--- src/rtl/romb_pkg.sv ---
package romb_pkg;

   // Dividend and quotient width of the Richardson division: a difference of two row values
   localparam int DIV_W = 49;

   typedef struct packed {
      logic             start;
      logic [DIV_W-1:0] dividend;
   } div_req_type;

   typedef struct packed {
      logic             done;
      logic             rem_nz;
      logic [DIV_W-1:0] quotient;
   } div_rsp_type;

endpackage

--- src/rtl/romb_div.sv ---
module romb_div #(
   parameter int Q_W = 30
) (
   input  logic                    clock,
   input  logic                    reset,
   input  romb_pkg::div_req_type   div_req,
   input  logic [Q_W-1:0]          divisor,
   output romb_pkg::div_rsp_type   div_rsp
);
   import romb_pkg::*;

   localparam int CNT_W = $clog2(DIV_W);
   localparam logic [CNT_W-1:0] LAST_STEP = CNT_W'(DIV_W - 1);

   logic             busy_ff, busy_in;
   logic             done_ff, done_in;
   logic [CNT_W-1:0] cnt_ff, cnt_in;
   logic [DIV_W-1:0] num_ff, num_in;
   logic [Q_W-1:0]   rem_ff, rem_in;

   logic [Q_W:0]     trial;
   logic [Q_W:0]     diff;
   logic             fits;

   // One quotient bit a cycle, restoring; the dividend shifts out as the quotient shifts in
   assign trial = {rem_ff, num_ff[DIV_W-1]};
   assign diff  = trial - {1'b0, divisor};
   assign fits  = trial >= {1'b0, divisor};

   always_comb begin
      busy_in = busy_ff;
      done_in = 1'b0;
      cnt_in  = cnt_ff;
      num_in  = num_ff;
      rem_in  = rem_ff;
      if (div_req.start) begin
         busy_in = 1'b1;
         cnt_in  = '0;
         num_in  = div_req.dividend;
         rem_in  = '0;
      end else if (busy_ff) begin
         rem_in = fits ? diff[Q_W-1:0] : trial[Q_W-1:0];
         num_in = {num_ff[DIV_W-2:0], fits};
         cnt_in = cnt_ff + 1'b1;
         if (cnt_ff == LAST_STEP) begin
            busy_in = 1'b0;
            done_in = 1'b1;
         end
      end
   end

   always_ff @(posedge clock) begin
      if (reset) begin
         busy_ff <= 1'b0;
         done_ff <= 1'b0;
      end else begin
         busy_ff <= busy_in;
         done_ff <= done_in;
      end
   end

   always_ff @(posedge clock) begin
      cnt_ff <= cnt_in;
      num_ff <= num_in;
      rem_ff <= rem_in;
   end

   assign div_rsp = '{done: done_ff, rem_nz: |rem_ff, quotient: num_ff};

endmodule

--- config.mk ---
export PLATFORM = sky130hd
export DESIGN_NAME = romb_div
export DESIGN_NICKNAME = d
export VERILOG_FILES = /design/src/rtl/romb_pkg.sv /design/src/rtl/romb_div.sv
export SDC_FILE = /design/constraint.sdc
export NUM_CORES = 1
export LEC_CHECK = 0
export BUFFER_PORTS_ARGS = -buffer_cell sky130_fd_sc_hd__buf_2
export CORE_MARGIN = 2
export CORE_UTILIZATION = 50
export CTS_BUF_LIST = sky130_fd_sc_hd__clkbuf_4 sky130_fd_sc_hd__clkbuf_8
export DETAILED_ROUTE_END_ITERATION = 10
export HOLD_SLACK_MARGIN = 0.03
export PLACE_DENSITY = 0.8
export SYNTH_ARGS = -nofsm -noshare
export SYNTH_HDL_FRONTEND = slang
export SYNTH_SLANG_ARGS = --single-unit
--- constraint.sdc ---
create_clock -name clock -period 4.6 [get_ports clock]
set_clock_uncertainty 0.15 [all_clocks]
set_input_delay 0.46 -clock clock [delete_from_list [all_inputs] [get_ports clock]]
set_output_delay 0.46 -clock clock [all_outputs]
set_load 0.005 [all_outputs]
# [Word level (Yosys, flattened, before mapping)]
# Cells that the tools add are included.
[op_classes] add_sub_neg=2 multipliers=0 div=0 order_cmp=1 n_eq_ne=1 shift=0 n_mux=7 n_bitwise=1 n_reduce_logical=3
[op_table] op="49-bit two-way mux" n=2
[op_table] op="31-bit by 30-bit greater-or-equal comparator with 1-bit output" n=1
[op_table] op="30-bit two-way mux" n=1
[op_table] op="30-bit OR reduction" n=1
[op_table] op="30-bit subtractor" n=1
[op_table] op="6-bit by 1-bit adder with 6-bit output (second input constant)" n=1
[op_table] op="6-bit equality test (second input constant)" n=1
[op_table] op="1-bit two-way mux" n=4
[op_table] op="3-bit OR reduction" n=1
[op_table] op="2-bit nonzero test" n=1
[op_table] op="1-bit NOT" n=1
[totals] regBits=87 latchBits=0 ramBits=0 romBits=0 input_bits=82 output_inout_bits=51 elab_cells=20 mem_count=0

# [Depth between registers and ports, before layout]
[logic_depth] depth_word=4 ltp_mapped=14 ltp_nobuf=13

# [Worst setup path after synthesis]
# No wires, ideal clock.
[synth_path] path_type="input to register" startpoint="input divisor[4]" endpoint="register num_ff[0], data pin" setup_ps=260 arrival_time_ps=2899 required_time_ps=4190 path_slack_ps=1291 cell_stages=11 n_path_buf=1 path_cell_list="inv_1 -> ha_1 -> a21o_1 -> a21o_1 -> a221oi_4 -> a21oi_2 -> a21o_1 -> a2111oi_4 -> nor2_2 -> buf_2 -> mux2_2"
[synth_between] elab_chain_cells=3
[synth_lines] item="start: declaration" line="romb_div.sv:7" text="input logic [Q_W-1:0] divisor,"
[synth_lines] item="31-bit by 30-bit greater-or-equal comparator with 1-bit output" line="romb_div.sv:28" text="assign fits = trial >= {1'b0, divisor};"
[synth_lines] item="49-bit two-way mux" line="romb_div.sv:41" text="end else if (busy_ff) begin"
[synth_lines] item="49-bit two-way mux" line="romb_div.sv:36" text="if (div_req.start) begin"
[synth_lines] item="named net num_in[0]" line="romb_div.sv:18" text="logic [DIV_W-1:0] num_ff, num_in;"
[synth_lines] item="end signal: assignment" line="romb_div.sv:64" text="num_ff <= num_in;"
[synth_lines] item="end: declaration" line="romb_div.sv:18"
# The timed path passes the listed nets, and every way through them passes these cells. The select of a mux whose other input is x is not followed.
# A chain may end at the register's enable or synchronous reset.

# [Worst setup path after layout]
[layout_path] startpoint="register num_ff[48]" endpoint="register rem_ff[26]"
[layout_between] elab_chain_cells=2 elab_cells_between_ends=3 classes_between="1 x add/sub; 1 x order compare; 1 x mux"
[layout_lines] item="30-bit subtractor / 31-bit by 30-bit greater-or-equal comparator with 1-bit output (equally long branches)" line="romb_div.sv:27, romb_div.sv:28"
[layout_lines] item="30-bit two-way mux *" line="romb_div.sv:42" text="rem_in = fits ? diff[Q_W-1:0] : trial[Q_W-1:0];"
[layout_lines] item="end signal: assignment" line="romb_div.sv:65" text="rem_ff <= rem_in;"
[layout_lines] item="end: declaration" line="romb_div.sv:19" text="logic [Q_W-1:0] rem_ff, rem_in;"
# Every way passes the cells marked *; elsewhere a longest branch is shown, timed or not.

==> summary.md <==
| Metric | Value |
|---|---|
| Status | completed |
| Total global routing track utilization | 22.6% |
| Fraction of final layout cells sized beyond drive strength 1 | 33.8% |
| Overall die height | 109 um |
| Most frequent standard cell in the layout excluding fill and tap cells | sky130_fd_sc_hd__buf_2 |
| CTS Buffer Depth | 2 |
| Worst Hold Path Cells | 2 |
| P_leak | 2.81 nW |
| Max Slew Vio Count | 0 |
| First-iteration detailed-routing DRC count | 293 |
| Number of antenna-violating nets in the routed design | 0 |
| Post-placement setup slack | 0.895 ns |
| Syn Nets | 670 |
| Peak per-stage delay on the critical path | 0.48 ns |
| CP Cell Sequence | inv_1 > ha_1 > inv_1 > fa_1 > a211oi_1 > o211ai_1 > nand3_1 > a41oi_1 > o21ai_0 > o21ai_0 > xnor2_1 > nand2_1 > a311oi_1 |
| Critical Path End Type | flop |
| PortBufs | 132 |
| Worst-path fanout max | 4 |
| Arrival time of data at the critical path endpoint | 3.78 ns |
| Number of iterations in the first detailed-routing pass | 4 |
| Post-route insts no fill | 820 |
| Clock input transition at the sequential cells of the worst setup and hold paths | 0.09 ns |
| Area of the mapped netlist | 5550 um2 |
| Top-level I/O count | 133 |
| Number of failing setup endpoints in the final timing report | 0 |
| Sum of negative setup slack | 0 ns |
| Dominant synthesized flop cell | sky130_fd_sc_hd__edfxtp_1 |
| Post-DP Area | 6300 um2 |
| Final weighted congestion in routability-driven placement | 0.917 |
| Starting utilization of the core area | 51.2% |
| Routed wire length per instance | 16.6 um |
| Total global routing overflow | 0 |
| Hold bufs inserted after CTS | 0 |
| Worst-path cell with the longest stage delay | sky130_fd_sc_hd__a211oi_1 |
| Count of buffers added by post-CTS timing repair for setup | 0 |
| Distinct cell type count of the synthesized netlist | 62 |
| Yosys warning total | 0 |
| Min-Delay Endpoint | busy_ff |
| Antenna violations before repair | 0 |
| Half-perimeter wire length of the detailed placement result | 10200 um |
| Power density over the cells | 313 nW/um2 |
| Origin of the worst min-delay path | reset |
| Family of cells with the greatest summed delay on the critical path | compound AO/OA/AOI/OAI gates |
| CTS Buf Count | 9 |
| Leading cell types in the layout, fill and taps excluded | 131 x sky130_fd_sc_hd__buf_2, 49 x sky130_fd_sc_hd__mux2_2, 49 x sky130_fd_sc_hd__edfxtp_1, 46 x sky130_fd_sc_hd__nor2_1, 44 x sky130_fd_sc_hd__nand2_1 |
| Via count | 4734 |
| CTS sink cnt | 87 |
| Row cnt | 38 |
| Startpoint types | flop |
| Die width | 109 um |
| CP Data Required Time | 4.72 ns |
| Slew HR | 28.2% |
| Smallest hold slack | 0.103 ns |
| Total inserted antenna cells | 0 |
| Final core utilization | 59.9% |
| Setup slack of the worst register-to-register path | 0.94 ns |
| Post-route DRC | 0 |
| Global-route wire length before repair | 21100 um |
| Fraction of the cycle the final worst path needs | 79.5% |
| RSZ-0062 raised after global routing | no |
| Root buffer cell | sky130_fd_sc_hd__clkbuf_8 |
| Post-layout worst setup margin | 0.941 ns |
| Buffer and inverter count on the worst path | 2 |
| Flip-flop and latch count after synthesis | 87 |
| Actual transition at the worst max-transition pin | 1.07 ns |
| Pin count of the biggest net entering global routing | 86 |
| Tmin final | 3.66 ns |
| Post-Route WL | 13600 um |
| Number of H-tree branching levels | 3 |
| Resized Gates After CTS | 0 |
| Terminus of the critical flop-to-flop path | rem_ff[26] |
| Critical register-to-register path startpoint | num_ff[48] |
| Full die area | 12000 um2 |
| Worst Reg2Reg Path Length in Cells | 13 |
| Crit. Startpoint | num_ff[48] |
| Worst min path class | input pin to flop |
| CTS tree | yes |
| Async set or reset register ratio after synthesis | 0% |
| Sequential area share after synthesis | 40.2% |
| Post-layout net count | 791 |
| Vias in the first global route | 4371 |
| Count of flip-flops with a built-in enable after synthesis | 49 |
| Fin. Hold Viols | 0 |
| Detail-routed via count per cell | 5.77 |
| Max capacitance violation total | 0 |
| Number of instances in the synthesized netlist | 554 |
| Area of the core | 10800 um2 |
| Crit Path Class | flop to flop |
| Pwr Total | 2.04 mW |
| Total placed cells including tap cells | 804 |
| Avg Synthesized Cell Area | 10.0 um2 |
| Maximum ir drop on the vdd rail | 0.163 mV |
| Highest attainable clock frequency | 0.273 GHz |
| Synth-to-layout area growth | 17.1% |
| Worst-skew pair later-pin latency | 0.36 ns |
| Summed area of non-filler cells in the final layout | 6500 um2 |
## sequential cells by signal, indices dropped and copies added (netlist names)
| register | flops |
|---|---|
| busy_ff | 1 |
| cnt_ff | 6 |
| done_ff | 1 |
| num_ff | 49 |
| rem_ff | 30 |
## per-layer routing
metal	vias up	track usage (%)	share of wire (%)
met4	0	7.78	1.9
met1	2246	28.5	44
met3	24	3.91	6.2
met2	176	39.2	48
met5	-	0	0
li1	2288	-	-
## cells by family (layout without fill, tap and decap cells)
logic type                 Yosys count  count (layout)  synth area share, %
and+or+nand+nor                    154             154                 13.0
AOI/OAI and AO/OA                  126             126                 18.1
DFF                                 87              87                 40.2
buffers and inverters               68             194                 5.16
muxes                               55              55                 11.0
adders and majority gates           34              34                 7.80
xor gates and xnor gates            30              30                 4.73
## area by class of cell
type / count / area (um2)
Fill cell: 917 / 4340
Multi-Input combinational cell: 399 / 3030
Clock buffer: 10 / 131
Timing Repair Buffer: 137 / 701
Clock inverter: 6 / 68.8
Sequential cell: 87 / 2230
Inverter: 41 / 154
Tap cell: 140 / 175
## cell usage after synthesis, types with 3 or more instances
cell	instances	area, um2
sky130_fd_sc_hd__edfxtp_1	49	1470
sky130_fd_sc_hd__mux2_2	49	552
sky130_fd_sc_hd__nor2_1	46	173
sky130_fd_sc_hd__nand2_1	45	169
sky130_fd_sc_hd__inv_1	40	150
sky130_fd_sc_hd__dfxtp_1	38	761
sky130_fd_sc_hd__ha_1	33	413
sky130_fd_sc_hd__a21oi_1	29	145
sky130_fd_sc_hd__clkbuf_1	19	71.3
sky130_fd_sc_hd__o21ai_0	17	85.1
sky130_fd_sc_hd__xor2_1	16	140
sky130_fd_sc_hd__a311oi_2	15	225
sky130_fd_sc_hd__a21o_1	14	105
sky130_fd_sc_hd__xnor2_1	14	123
sky130_fd_sc_hd__nand4_1	12	75.1
sky130_fd_sc_hd__a211oi_1	10	75.1
sky130_fd_sc_hd__nor3_1	10	50.1
sky130_fd_sc_hd__nor4_1	9	56.3
sky130_fd_sc_hd__nand3_1	7	35.0
sky130_fd_sc_hd__mux2i_1	6	60.1
sky130_fd_sc_hd__or3_1	6	37.5
sky130_fd_sc_hd__nand2_2	5	31.3
sky130_fd_sc_hd__o21a_1	5	37.5
sky130_fd_sc_hd__a211o_1	4	35.0
sky130_fd_sc_hd__o211ai_1	4	30.0
sky130_fd_sc_hd__a31oi_1	3	18.8
sky130_fd_sc_hd__and3_1	3	18.8
sky130_fd_sc_hd__buf_1	3	11.3
sky130_fd_sc_hd__o221ai_1	3	26.3
## worst max path at each step
stage | endpoint | slack, ns | cells after the start
2_1_floorplan | num_ff[0] | 1.29 | 11
3_3_place_gp | rem_ff[29] | 0.99 | 13
3_5_place_dp | rem_ff[19] | 0.89 | 13
4_1_cts | rem_ff[26] | 0.98 | 13
5_1_grt | rem_ff[26] | 0.72 | 13
6_report | rem_ff[26] | 0.94 | 13
## where the power goes
part	internal [mW]	switching, mW
Sequential	0.905	0.0533
Combinational	0.244	0.292
Clock	0.260	0.281
Power figures use the tool's default switching activity.
